**src/hdl/hrp_pkg.sv**
```systemverilog
`timescale 1ns / 1ps
// hrp_pkg: shared types and constants for the http request header parser
// depends on nothing; imported by hrp_engine, http_request_header_parser_core and the testbench
package hrp_pkg;

  localparam int LENGTH_BITS  = 32;
  localparam int VERSION_BITS = 8;
  localparam int KEY_LEN      = 14;

  localparam int IN_DATA_W  = 8;
  localparam int OUT_BITS   = 2 + 3 + 8 + 8 + 1 + 32;
  localparam int OUT_DATA_W = ((OUT_BITS + 7) / 8) * 8;

  typedef enum logic [4:0] {
    ST_METHOD_START = 5'd0,
    ST_METHOD       = 5'd1,
    ST_URI          = 5'd2,
    ST_VH           = 5'd3,
    ST_VT1          = 5'd4,
    ST_VT2          = 5'd5,
    ST_VP           = 5'd6,
    ST_VSLASH       = 5'd7,
    ST_MAJ_START    = 5'd8,
    ST_MAJ          = 5'd9,
    ST_MIN_START    = 5'd10,
    ST_MIN          = 5'd11,
    ST_NL1          = 5'd12,
    ST_LINE_START   = 5'd13,
    ST_LWS          = 5'd14,
    ST_NAME         = 5'd15,
    ST_SPACE        = 5'd16,
    ST_VALUE        = 5'd17,
    ST_NL2          = 5'd18,
    ST_NL3          = 5'd19
  } hrp_state_e;

  typedef enum logic [1:0] {
    VERDICT_MORE = 2'd0,
    VERDICT_DONE = 2'd1,
    VERDICT_BAD  = 2'd2
  } verdict_e;

  typedef enum logic [2:0] {
    ROLE_DELIM  = 3'd0,
    ROLE_METHOD = 3'd1,
    ROLE_URI    = 3'd2,
    ROLE_FIRST  = 3'd3,
    ROLE_NAME   = 3'd4,
    ROLE_VALUE  = 3'd5
  } role_e;

  typedef struct packed {
    logic [31:0] length_value;
    logic        length_found;
    logic [7:0]  version_minor;
    logic [7:0]  version_major;
    role_e       byte_role;
    verdict_e    verdict;
  } hrp_result_t;

endpackage

```
**src/hdl/http_request_header_parser_core.sv**
```systemverilog
`timescale 1ns / 1ps
// http request head parser: byte input stage, parse engine, result register
// each byte is held in the input stage; its result is then registered in the result stage
// one byte per cycle while the output is not stalled; hrp_engine updates its state once per byte
// a stalled output holds its result while the input stage may still take one more byte
// reset (rst_ni low, asynchronous) empties both stages and returns the parser to method start
// depends on hrp_pkg and hrp_engine
module http_request_header_parser_core
  import hrp_pkg::*;
(
  input  logic                  clk_i,
  input  logic                  rst_ni,
  input  logic                  s_axis_tvalid,
  output logic                  s_axis_tready,
  input  logic [IN_DATA_W-1:0]  s_axis_tdata,  // [7:0] byte_in
  output logic                  m_axis_tvalid,
  input  logic                  m_axis_tready,
  // [1:0] verdict, [4:2] byte_role, [12:5] version_major, [20:13] version_minor,
  // [21] length_found, [53:22] length_value, [55:54] zero
  output logic [OUT_DATA_W-1:0] m_axis_tdata
);

  logic        in_valid_q;
  logic [7:0]  in_byte_q;
  logic        out_valid_q;
  hrp_result_t out_q;
  hrp_result_t step_res;
  logic        out_free;
  logic        advance;

  assign out_free      = !out_valid_q || m_axis_tready;
  assign advance       = in_valid_q && out_free;
  assign s_axis_tready = !in_valid_q || out_free;

  hrp_engine u_engine (
    .clk_i    (clk_i),
    .rst_ni   (rst_ni),
    .step_i   (advance),
    .byte_i   (in_byte_q),
    .result_o (step_res)
  );

  always_ff @(posedge clk_i or negedge rst_ni) begin
    if (!rst_ni) begin
      in_valid_q  <= 1'b0;
      out_valid_q <= 1'b0;
    end else begin
      if (s_axis_tready) in_valid_q <= s_axis_tvalid;
      if (out_free) out_valid_q <= in_valid_q;
    end
  end

  always_ff @(posedge clk_i) begin
    if (s_axis_tvalid && s_axis_tready) in_byte_q <= s_axis_tdata[7:0];
    if (advance) out_q <= step_res;
  end

  assign m_axis_tvalid = out_valid_q;
  assign m_axis_tdata  = {{(OUT_DATA_W - OUT_BITS){1'b0}}, out_q};

  // a byte waiting in the input stage moves on once the output slot frees
  a_advance: assert property (@(posedge clk_i) disable iff (!rst_ni)
    advance |=> m_axis_tvalid)
    else $error("input stage byte did not reach the output register");

  // backpressure on the input only when both stages hold data
  a_ready: assert property (@(posedge clk_i) disable iff (!rst_ni)
    !s_axis_tready |-> (in_valid_q && out_valid_q && !m_axis_tready))
    else $error("input stalled without a full pipeline");

  // a malformed byte carries no role
  a_bad_role: assert property (@(posedge clk_i) disable iff (!rst_ni)
    (out_valid_q && out_q.verdict == VERDICT_BAD) |-> (out_q.byte_role == ROLE_DELIM))
    else $error("malformed byte reported with a role");

  // length value is only shown together with the found flag
  a_len_zero: assert property (@(posedge clk_i) disable iff (!rst_ni)
    (out_valid_q && !out_q.length_found) |-> (out_q.length_value == 32'd0))
    else $error("length value present without length found");

  // a stalled input stage holds its byte until the engine steps on it
  a_step_src: assert property (@(posedge clk_i) disable iff (!rst_ni)
    (in_valid_q && !out_free) |=> (in_valid_q && $stable(in_byte_q)))
    else $error("stalled input stage lost its byte");

endmodule

```
**src/hdl/hrp_engine.sv**
```systemverilog
`timescale 1ns / 1ps
// hrp_engine: parse state registers and the per-byte step logic
// depends on hrp_pkg
module hrp_engine
  import hrp_pkg::*;
(
  input  logic        clk_i,
  input  logic        rst_ni,
  input  logic        step_i,
  input  logic [7:0]  byte_i,
  output hrp_result_t result_o
);

  localparam logic [7:0] CH_CR    = 8'h0d;
  localparam logic [7:0] CH_LF    = 8'h0a;
  localparam logic [7:0] CH_TAB   = 8'h09;
  localparam logic [7:0] CH_SP    = 8'h20;
  localparam logic [7:0] CH_DEL   = 8'd127;
  localparam logic [7:0] CH_CTL   = 8'd31;
  localparam logic [7:0] CH_COLON = 8'h3a;
  localparam logic [7:0] CH_DOT   = 8'h2e;
  localparam logic [7:0] CH_SLASH = 8'h2f;
  localparam logic [7:0] CH_LOW_C = 8'h63;

  localparam logic [LENGTH_BITS-1:0]  LEN_MAX   = {LENGTH_BITS{1'b1}};
  localparam logic [LENGTH_BITS-1:0]  LEN_DIV10 = LEN_MAX / 10;
  localparam logic [3:0]              LEN_MOD10 = 4'(LEN_MAX % 10);
  localparam logic [VERSION_BITS-1:0] VER_MAX   = {VERSION_BITS{1'b1}};
  localparam logic [VERSION_BITS-1:0] VER_DIV10 = VER_MAX / 10;
  localparam logic [3:0]              VER_MOD10 = 4'(VER_MAX % 10);
  localparam logic [3:0]              KEY_END   = 4'(KEY_LEN);

  function automatic logic is_ctl(input logic [7:0] c);
    return (c <= CH_CTL) || (c == CH_DEL);
  endfunction

  function automatic logic is_dec(input logic [7:0] c);
    return (c >= "0") && (c <= "9");
  endfunction

  function automatic logic is_token(input logic [7:0] c);
    logic special;
    case (c) inside
      "(", ")", "<", ">", "@", ",", ";", ":", "\\", "\"",
      "/", "[", "]", "?", "=", "{", "}", " ", 8'h09: special = 1'b1;
      default: special = 1'b0;
    endcase
    return !c[7] && !is_ctl(c) && !special;
  endfunction

  function automatic logic [7:0] key_char(input logic [3:0] i);
    logic [7:0] k;
    unique case (i)
      4'd0:    k = "c";
      4'd1:    k = "o";
      4'd2:    k = "n";
      4'd3:    k = "t";
      4'd4:    k = "e";
      4'd5:    k = "n";
      4'd6:    k = "t";
      4'd7:    k = "-";
      4'd8:    k = "l";
      4'd9:    k = "e";
      4'd10:   k = "n";
      4'd11:   k = "g";
      4'd12:   k = "t";
      4'd13:   k = "h";
      default: k = 8'h00;
    endcase
    return k;
  endfunction

  function automatic logic [VERSION_BITS-1:0] ver_add(input logic [VERSION_BITS-1:0] v,
                                                      input logic [3:0] d);
    logic [VERSION_BITS-1:0] thr;
    logic [VERSION_BITS+3:0] prod;
    thr  = (d <= VER_MOD10) ? VER_DIV10 : VER_DIV10 - 1'b1;
    prod = {1'b0, v, 3'b000} + {3'b000, v, 1'b0} + {{VERSION_BITS{1'b0}}, d};
    return (v > thr) ? VER_MAX : prod[VERSION_BITS-1:0];
  endfunction

  function automatic logic [LENGTH_BITS-1:0] len_add(input logic [LENGTH_BITS-1:0] v,
                                                     input logic [3:0] d);
    logic [LENGTH_BITS-1:0] thr;
    logic [LENGTH_BITS+3:0] prod;
    thr  = (d <= LEN_MOD10) ? LEN_DIV10 : LEN_DIV10 - 1'b1;
    prod = {1'b0, v, 3'b000} + {3'b000, v, 1'b0} + {{LENGTH_BITS{1'b0}}, d};
    return (v > thr) ? LEN_MAX : prod[LENGTH_BITS-1:0];
  endfunction

  hrp_state_e              state_q, state_d;
  logic                    header_seen_q, header_seen_d;
  logic [3:0]              match_idx_q, match_idx_d;
  logic                    pending_q, pending_d;
  logic                    digits_ok_q, digits_ok_d;
  logic                    nonempty_q, nonempty_d;
  logic                    flag_q, flag_d;
  logic [LENGTH_BITS-1:0]  accum_q, accum_d;
  logic [VERSION_BITS-1:0] major_q, major_d;
  logic [VERSION_BITS-1:0] minor_q, minor_d;

  logic       bad;
  logic       tok, ctl, dig, lws_ch;
  logic [7:0] lc;
  logic [3:0] dval;
  verdict_e   verdict;
  role_e      role;
  logic       found;

  assign tok    = is_token(byte_i);
  assign ctl    = is_ctl(byte_i);
  assign dig    = is_dec(byte_i);
  assign lws_ch = (byte_i == CH_SP) || (byte_i == CH_TAB);
  assign lc     = ((byte_i >= "A") && (byte_i <= "Z")) ? byte_i + 8'd32 : byte_i;
  assign dval   = byte_i[3:0];

  // next state and malformed detection; a bad byte leaves the state alone
  always_comb begin
    bad     = 1'b0;
    state_d = state_q;
    unique case (state_q)
      ST_METHOD_START: begin
        if (!tok) bad = 1'b1;
        else state_d = ST_METHOD;
      end
      ST_METHOD: begin
        if (byte_i == CH_SP) state_d = ST_URI;
        else if (!tok) bad = 1'b1;
      end
      ST_URI: begin
        if (byte_i == CH_SP) state_d = ST_VH;
        else if (ctl) bad = 1'b1;
      end
      ST_VH: begin
        if (byte_i == "H") state_d = ST_VT1;
        else bad = 1'b1;
      end
      ST_VT1: begin
        if (byte_i == "T") state_d = ST_VT2;
        else bad = 1'b1;
      end
      ST_VT2: begin
        if (byte_i == "T") state_d = ST_VP;
        else bad = 1'b1;
      end
      ST_VP: begin
        if (byte_i == "P") state_d = ST_VSLASH;
        else bad = 1'b1;
      end
      ST_VSLASH: begin
        if (byte_i == CH_SLASH) state_d = ST_MAJ_START;
        else bad = 1'b1;
      end
      ST_MAJ_START: begin
        if (dig) state_d = ST_MAJ;
        else bad = 1'b1;
      end
      ST_MAJ: begin
        if (byte_i == CH_DOT) state_d = ST_MIN_START;
        else if (!dig) bad = 1'b1;
      end
      ST_MIN_START: begin
        if (dig) state_d = ST_MIN;
        else bad = 1'b1;
      end
      ST_MIN: begin
        if (byte_i == CH_CR) state_d = ST_NL1;
        else if (!dig) bad = 1'b1;
      end
      ST_NL1: begin
        if (byte_i == CH_LF) state_d = ST_LINE_START;
        else bad = 1'b1;
      end
      ST_LINE_START: begin
        if (byte_i == CH_CR) state_d = ST_NL3;
        else if (header_seen_q && lws_ch) state_d = ST_LWS;
        else if (!tok) bad = 1'b1;
        else state_d = ST_NAME;
      end
      ST_LWS: begin
        if (byte_i == CH_CR) state_d = ST_NL2;
        else if (lws_ch) state_d = ST_LWS;
        else if (ctl) bad = 1'b1;
        else state_d = ST_VALUE;
      end
      ST_NAME: begin
        if (byte_i == CH_COLON) state_d = ST_SPACE;
        else if (!tok) bad = 1'b1;
      end
      ST_SPACE: begin
        if (byte_i == CH_SP) state_d = ST_VALUE;
        else bad = 1'b1;
      end
      ST_VALUE: begin
        if (byte_i == CH_CR) state_d = ST_NL2;
        else if (ctl) bad = 1'b1;
      end
      ST_NL2: begin
        if (byte_i == CH_LF) state_d = ST_LINE_START;
        else bad = 1'b1;
      end
      ST_NL3: begin
        if (byte_i != CH_LF) bad = 1'b1;
      end
      default: bad = 1'b1;
    endcase
  end

  // datapath updates and per-byte outputs
  always_comb begin
    header_seen_d = header_seen_q;
    match_idx_d   = match_idx_q;
    pending_d     = pending_q;
    digits_ok_d   = digits_ok_q;
    nonempty_d    = nonempty_q;
    flag_d        = flag_q;
    accum_d       = accum_q;
    major_d       = major_q;
    minor_d       = minor_q;
    verdict       = VERDICT_MORE;
    role          = ROLE_DELIM;
    unique case (state_q)
      ST_METHOD_START: begin
        if (tok) role = ROLE_METHOD;
      end
      ST_METHOD: begin
        if (byte_i != CH_SP && tok) role = ROLE_METHOD;
      end
      ST_URI: begin
        if (byte_i != CH_SP && !ctl) role = ROLE_URI;
      end
      ST_VSLASH: begin
        if (byte_i == CH_SLASH) begin
          major_d = '0;
          minor_d = '0;
        end
      end
      ST_MAJ_START, ST_MAJ: begin
        if (dig) major_d = ver_add(major_q, dval);
      end
      ST_MIN_START, ST_MIN: begin
        if (dig) minor_d = ver_add(minor_q, dval);
      end
      ST_LINE_START: begin
        if (byte_i != CH_CR && !(header_seen_q && lws_ch) && tok) begin
          header_seen_d = 1'b1;
          match_idx_d   = (lc == CH_LOW_C) ? 4'd1 : 4'd0;
          role          = ROLE_FIRST;
        end
      end
      ST_LWS: begin
        if (byte_i != CH_CR && !lws_ch && !ctl) role = ROLE_VALUE;
      end
      ST_NAME: begin
        if (byte_i == CH_COLON) begin
          if (match_idx_q >= KEY_END) begin
            flag_d      = 1'b1;
            pending_d   = 1'b1;
            digits_ok_d = 1'b1;
            nonempty_d  = 1'b0;
            accum_d     = '0;
          end
        end else if (tok) begin
          role = ROLE_NAME;
          // substring match restarts on a mismatch, counting a fresh 'c'
          if (match_idx_q < KEY_END) begin
            if (lc == key_char(match_idx_q)) match_idx_d = match_idx_q + 4'd1;
            else match_idx_d = (lc == CH_LOW_C) ? 4'd1 : 4'd0;
          end
        end
      end
      ST_VALUE: begin
        if (byte_i == CH_CR) begin
          if (pending_q) begin
            if (!nonempty_q || !digits_ok_q) flag_d = 1'b0;
            pending_d = 1'b0;
          end
        end else if (!ctl) begin
          role = ROLE_VALUE;
          if (pending_q) begin
            nonempty_d = 1'b1;
            if (dig) accum_d = len_add(accum_q, dval);
            else digits_ok_d = 1'b0;
          end
        end
      end
      ST_NL3: begin
        if (byte_i == CH_LF) verdict = VERDICT_DONE;
      end
      default: begin
      end
    endcase
    if (bad) begin
      verdict = VERDICT_BAD;
      role    = ROLE_DELIM;
    end
  end

  assign found = flag_d && !pending_d;

  always_comb begin
    result_o.verdict       = verdict;
    result_o.byte_role     = role;
    result_o.version_major = 8'(major_d);
    result_o.version_minor = 8'(minor_d);
    result_o.length_found  = found;
    result_o.length_value  = found ? 32'(accum_d) : 32'd0;
  end

  always_ff @(posedge clk_i or negedge rst_ni) begin
    if (!rst_ni) begin
      state_q       <= ST_METHOD_START;
      header_seen_q <= 1'b0;
      match_idx_q   <= '0;
      pending_q     <= 1'b0;
      digits_ok_q   <= 1'b0;
      nonempty_q    <= 1'b0;
      flag_q        <= 1'b0;
      accum_q       <= '0;
      major_q       <= '0;
      minor_q       <= '0;
    end else if (step_i) begin
      state_q       <= state_d;
      header_seen_q <= header_seen_d;
      match_idx_q   <= match_idx_d;
      pending_q     <= pending_d;
      digits_ok_q   <= digits_ok_d;
      nonempty_q    <= nonempty_d;
      flag_q        <= flag_d;
      accum_q       <= accum_d;
      major_q       <= major_d;
      minor_q       <= minor_d;
    end
  end

endmodule

```
**config.mk**
```make
export PLATFORM = sky130hd
export DESIGN_NAME = http_request_header_parser_core
export DESIGN_NICKNAME = d
export VERILOG_FILES = /design/src/hdl/hrp_pkg.sv /design/src/hdl/http_request_header_parser_core.sv /design/src/hdl/hrp_engine.sv
export SDC_FILE = /design/constraint.sdc
export NUM_CORES = 1
export LEC_CHECK = 0
export BUFFER_PORTS_ARGS = -buffer_cell sky130_fd_sc_hd__buf_2
export CAP_MARGIN = 5
export CORE_ASPECT_RATIO = 0.75
export CORE_UTILIZATION = 35
export DETAILED_ROUTE_END_ITERATION = 10
export GPL_TIMING_DRIVEN = 0
export PLACE_DENSITY = 0.53
export RECOVER_POWER = 50
export SYNTH_ARGS = -nofsm -noshare
export SYNTH_HDL_FRONTEND = slang
export SYNTH_HIERARCHICAL = 1
export SYNTH_SLANG_ARGS = --single-unit
```
**constraint.sdc**
```tcl
create_clock -name clk_i -period 5.4 [get_ports clk_i]
set_input_delay 1.08 -clock clk_i [delete_from_list [all_inputs] [get_ports clk_i]]
set_output_delay 1.08 -clock clk_i [all_outputs]
set_load 0.01 [all_outputs]
```
==> impl_metrics.ini <==
[power_and_ir_drop]
total_power_mw = 2.61
peakVddDrop_uv = 237
power_density_nw_per_um2 = 249
power_leakage_nw = 4.52

[floorplan]
die_h_um = 142
die-area_um2 = 27000
ios = 70
start_util_pct = 35.5
placementRows = 51
core_area_um2 = 25900
die_w_um = 189

[clocking]
cts_tree = yes
clk_pin_slew_ns = 0.06
cts_made_buffers = 17
post_cts_buffers = 0
clk_latency_ns = 0.43
cts.sinks = 126
cts_max_level = 4
cts_buffer_depth = 2
root_buffer = clkbuf_16
hold_buffers = 0
cts_resized = 0

[routing]
vias_per_cell = 5.39
drc = 0
vias = 7996
ant_nets = 0
drt_pass1_iterations = 5
totalWireLength_mm = 26.6
wl_per_cell_um = 17.9
drtIter0Drc = 849

[critical_path]
crit_type = reg -> reg
cp.required_ns = 5.68
worst_setup_path_end_kind = flip-flop
crit_path_start_kind = flip-flop
critPathArrivalTime_ns = 4.64
timing.rr.start = in_byte_q[3]
path_max_fanout = 10
reg2reg_depth = 15
regToRegEndpoint = u_engine/accum_q[30]
r2r_slack_ns = 1.04

[finish]
syn_to_final_growth_pct = 13.9
drive_gt1_share_pct = 7.99
fin_area_um2 = 10500
final_core_util_pct = 40.5
num-nets-final = 1233
antennaDiodeCount = 0

[sta]
fin_crit_sh_pct = 80.7
slew_headroom_pct = -115
timing.hold.ws_ns = 0.497
max_freq_ghz = 0.229
finalHoldViolations = 0
tightest_slew_ns = 3.23
rsz0062_at_grt = false
fin_skew_ns = 0.00929
layout_min_cycle_time_ns = 4.36
setup_violations = 0
finalMaxSlewViolations = 51

[placement]
numPortBuffers = 67
dpl.hpwl_mm = 19.6
gp_congestion = 0.914
place_area_um2 = 10000

[logic_synthesis]
synth.most_common_cell = nor2_1
yosysTopAreaCellShare_pct = 20.2
syn_inst = 1038
yosysSeqAreaShare_pct = 37.6
ys_async_sr_fraction_pct = 50.8
synth-edff-count = 62
synth_area_leader_cell = edfxtp_1
syn_area_per_cell_um2 = 8.87
synth_cell_types = 78
ys_seq_elements = 126
ys_warn_count = 6
synth_common_cells = nor2_1 (134), nand2_1 (113), a21oi_1 (108)
yosys_most_used_dff = dfrtp_1
synth_area_um2 = 9210
synth_area_leaders = edfxtp_1 (20%), dfrtp_1 (17%), ha_1 (12%), a21oi_1 (5.9%), nor2_1 (5.5%)

[global_route]
grt_pass1_wl_mm = 42.6
grt_max_degree = 61
antenna_found_initial = 0
groute.usage.overall_pct = 20.6
grt_overflow = 0
grt_pass1_vias = 7560

[hold_path]
holdPathEnd = m_axis_tvalid
holdCritStartpoint = in_valid_q
hold_path_depth = 1
hold_class = reg -> reg

[run_status]
outcome = complete, but fails checks
violations = capacitance limit, slew limit

[job]
max-cap-violations = 1
==> area by class of cell <==
| class | instances | area [um2] |
|---|---|---|
| well taps | 344 | 430 |
| clock inverters | 13 | 148 |
| multi-input cells | 833 | 5390 |
| fillers | 2681 | 15400 |
| clock buffers | 19 | 433 |
| inverters | 29 | 109 |
| repair buffers | 68 | 284 |
| flip-flops and latches | 126 | 3460 |
| plain buffers | 51 | 233 |
==> through the flow <==
stage / worst slack, ns / std cells / setup TNS, ns
after floorplan: 1.38 / 1039 / 0
after global placement: -0.0673 / 1450 / -0.105
after detailed placement: 1.08 / 1451 / 0
after CTS: 1.08 / 1483 / 0
after global routing: 0.377 / 1483 / 0
final: 1.04 / 1483 / 0
==> per-layer routing <==
metal,up-vias,routed length [um],GRT usage [%]
li1,3943,-,-
met2,260,10100,27.4
met5,-,0,0
met4,0,220,4.67
met3,20,1850,5.10
met1,3773,14400,32.3
==> kinds of logic after synthesis <==
family	share of synthesized area [%]
adder cells (fa/ha/maj)	13.4
buffers and inverters	3.71
multiplexers	1.17
other	0.0407
AO/OA/AOI/OAI	20.8
XOR/XNOR	4.76
AND/OR/NAND/NOR	18.5
flip-flops	37.6
==> placed cells by master (no fill, tap or decap), types with 8 or more instances in the layout <==
| cell | netlist | layout |
|---|---|---|
| nor2_1 | 134 | 134 |
| nand2_1 | 113 | 113 |
| a21oi_1 | 108 | 108 |
| ha_1 | 89 | 89 |
| clkbuf_1 | 38 | 85 |
| o21ai_0 | 85 | 85 |
| dfrtp_1 | 64 | 64 |
| edfxtp_1 | 62 | 62 |
| xnor2_1 | 34 | 34 |
| inv_1 | 27 | 27 |
| buf_2 | 3 | 26 |
| nand3_1 | 24 | 24 |
| a21o_1 | 24 | 24 |
| clkbuf_16 | 0 | 17 |
| nor3_1 | 16 | 17 |
| xor2_1 | 16 | 16 |
| o221ai_1 | 13 | 13 |
| nand2b_1 | 11 | 11 |
| nand4_1 | 11 | 11 |
| o211ai_1 | 11 | 11 |
| and3_1 | 9 | 9 |
| a31oi_1 | 9 | 9 |
| o21bai_1 | 8 | 8 |
==> sequential cells by signal (all words and copies together), names as in the netlist, 4 cells and up <==
register              flops
m_axis_tdata             54
u_engine/accum_q         32
in_byte_q                 8
u_engine/major_q          8
u_engine/minor_q          8
u_engine/state_q          5
u_engine/match_idx_q      4
==> worst max-delay path, stage by stage, from the launching register on <==
cell	delay [ns]
edfxtp_1	0.56
buf_4	0.25
inv_1	0.12
fa_1	0.54
inv_1	0.07
fa_1	0.48
a21oi_1	0.19
nand4b_1	0.17
a31o_2	0.22
a211oi_1	0.14
a221oi_1	0.59
o31ai_1	0.22
a21o_1	0.22
a21oi_1	0.17
xor2_1	0.19
a21oi_1	0.09
==> power breakdown <==
group,switching [mW],internal [mW]
combinational,0.203,0.123
clock,0.443,0.717
sequential,0.0511,1.08
==> worst max path at each step <==
stage | endpoint | depth (start not counted) | start | slack [ns]
global route | u_engine/accum_q[28] | 2 | rst_ni | 0.38
floorplan | u_engine/state_q[1] | 6 | m_axis_tready | 1.38
detailed placement | u_engine/accum_q[29] | 15 | in_byte_q[3] | 1.08
global placement | u_engine/state_q[1] | 7 | m_axis_tready | -0.07
finish | u_engine/accum_q[30] | 15 | in_byte_q[3] | 1.04
CTS | u_engine/accum_q[29] | 15 | in_byte_q[3] | 1.08
Power figures use the tool's default switching activity.
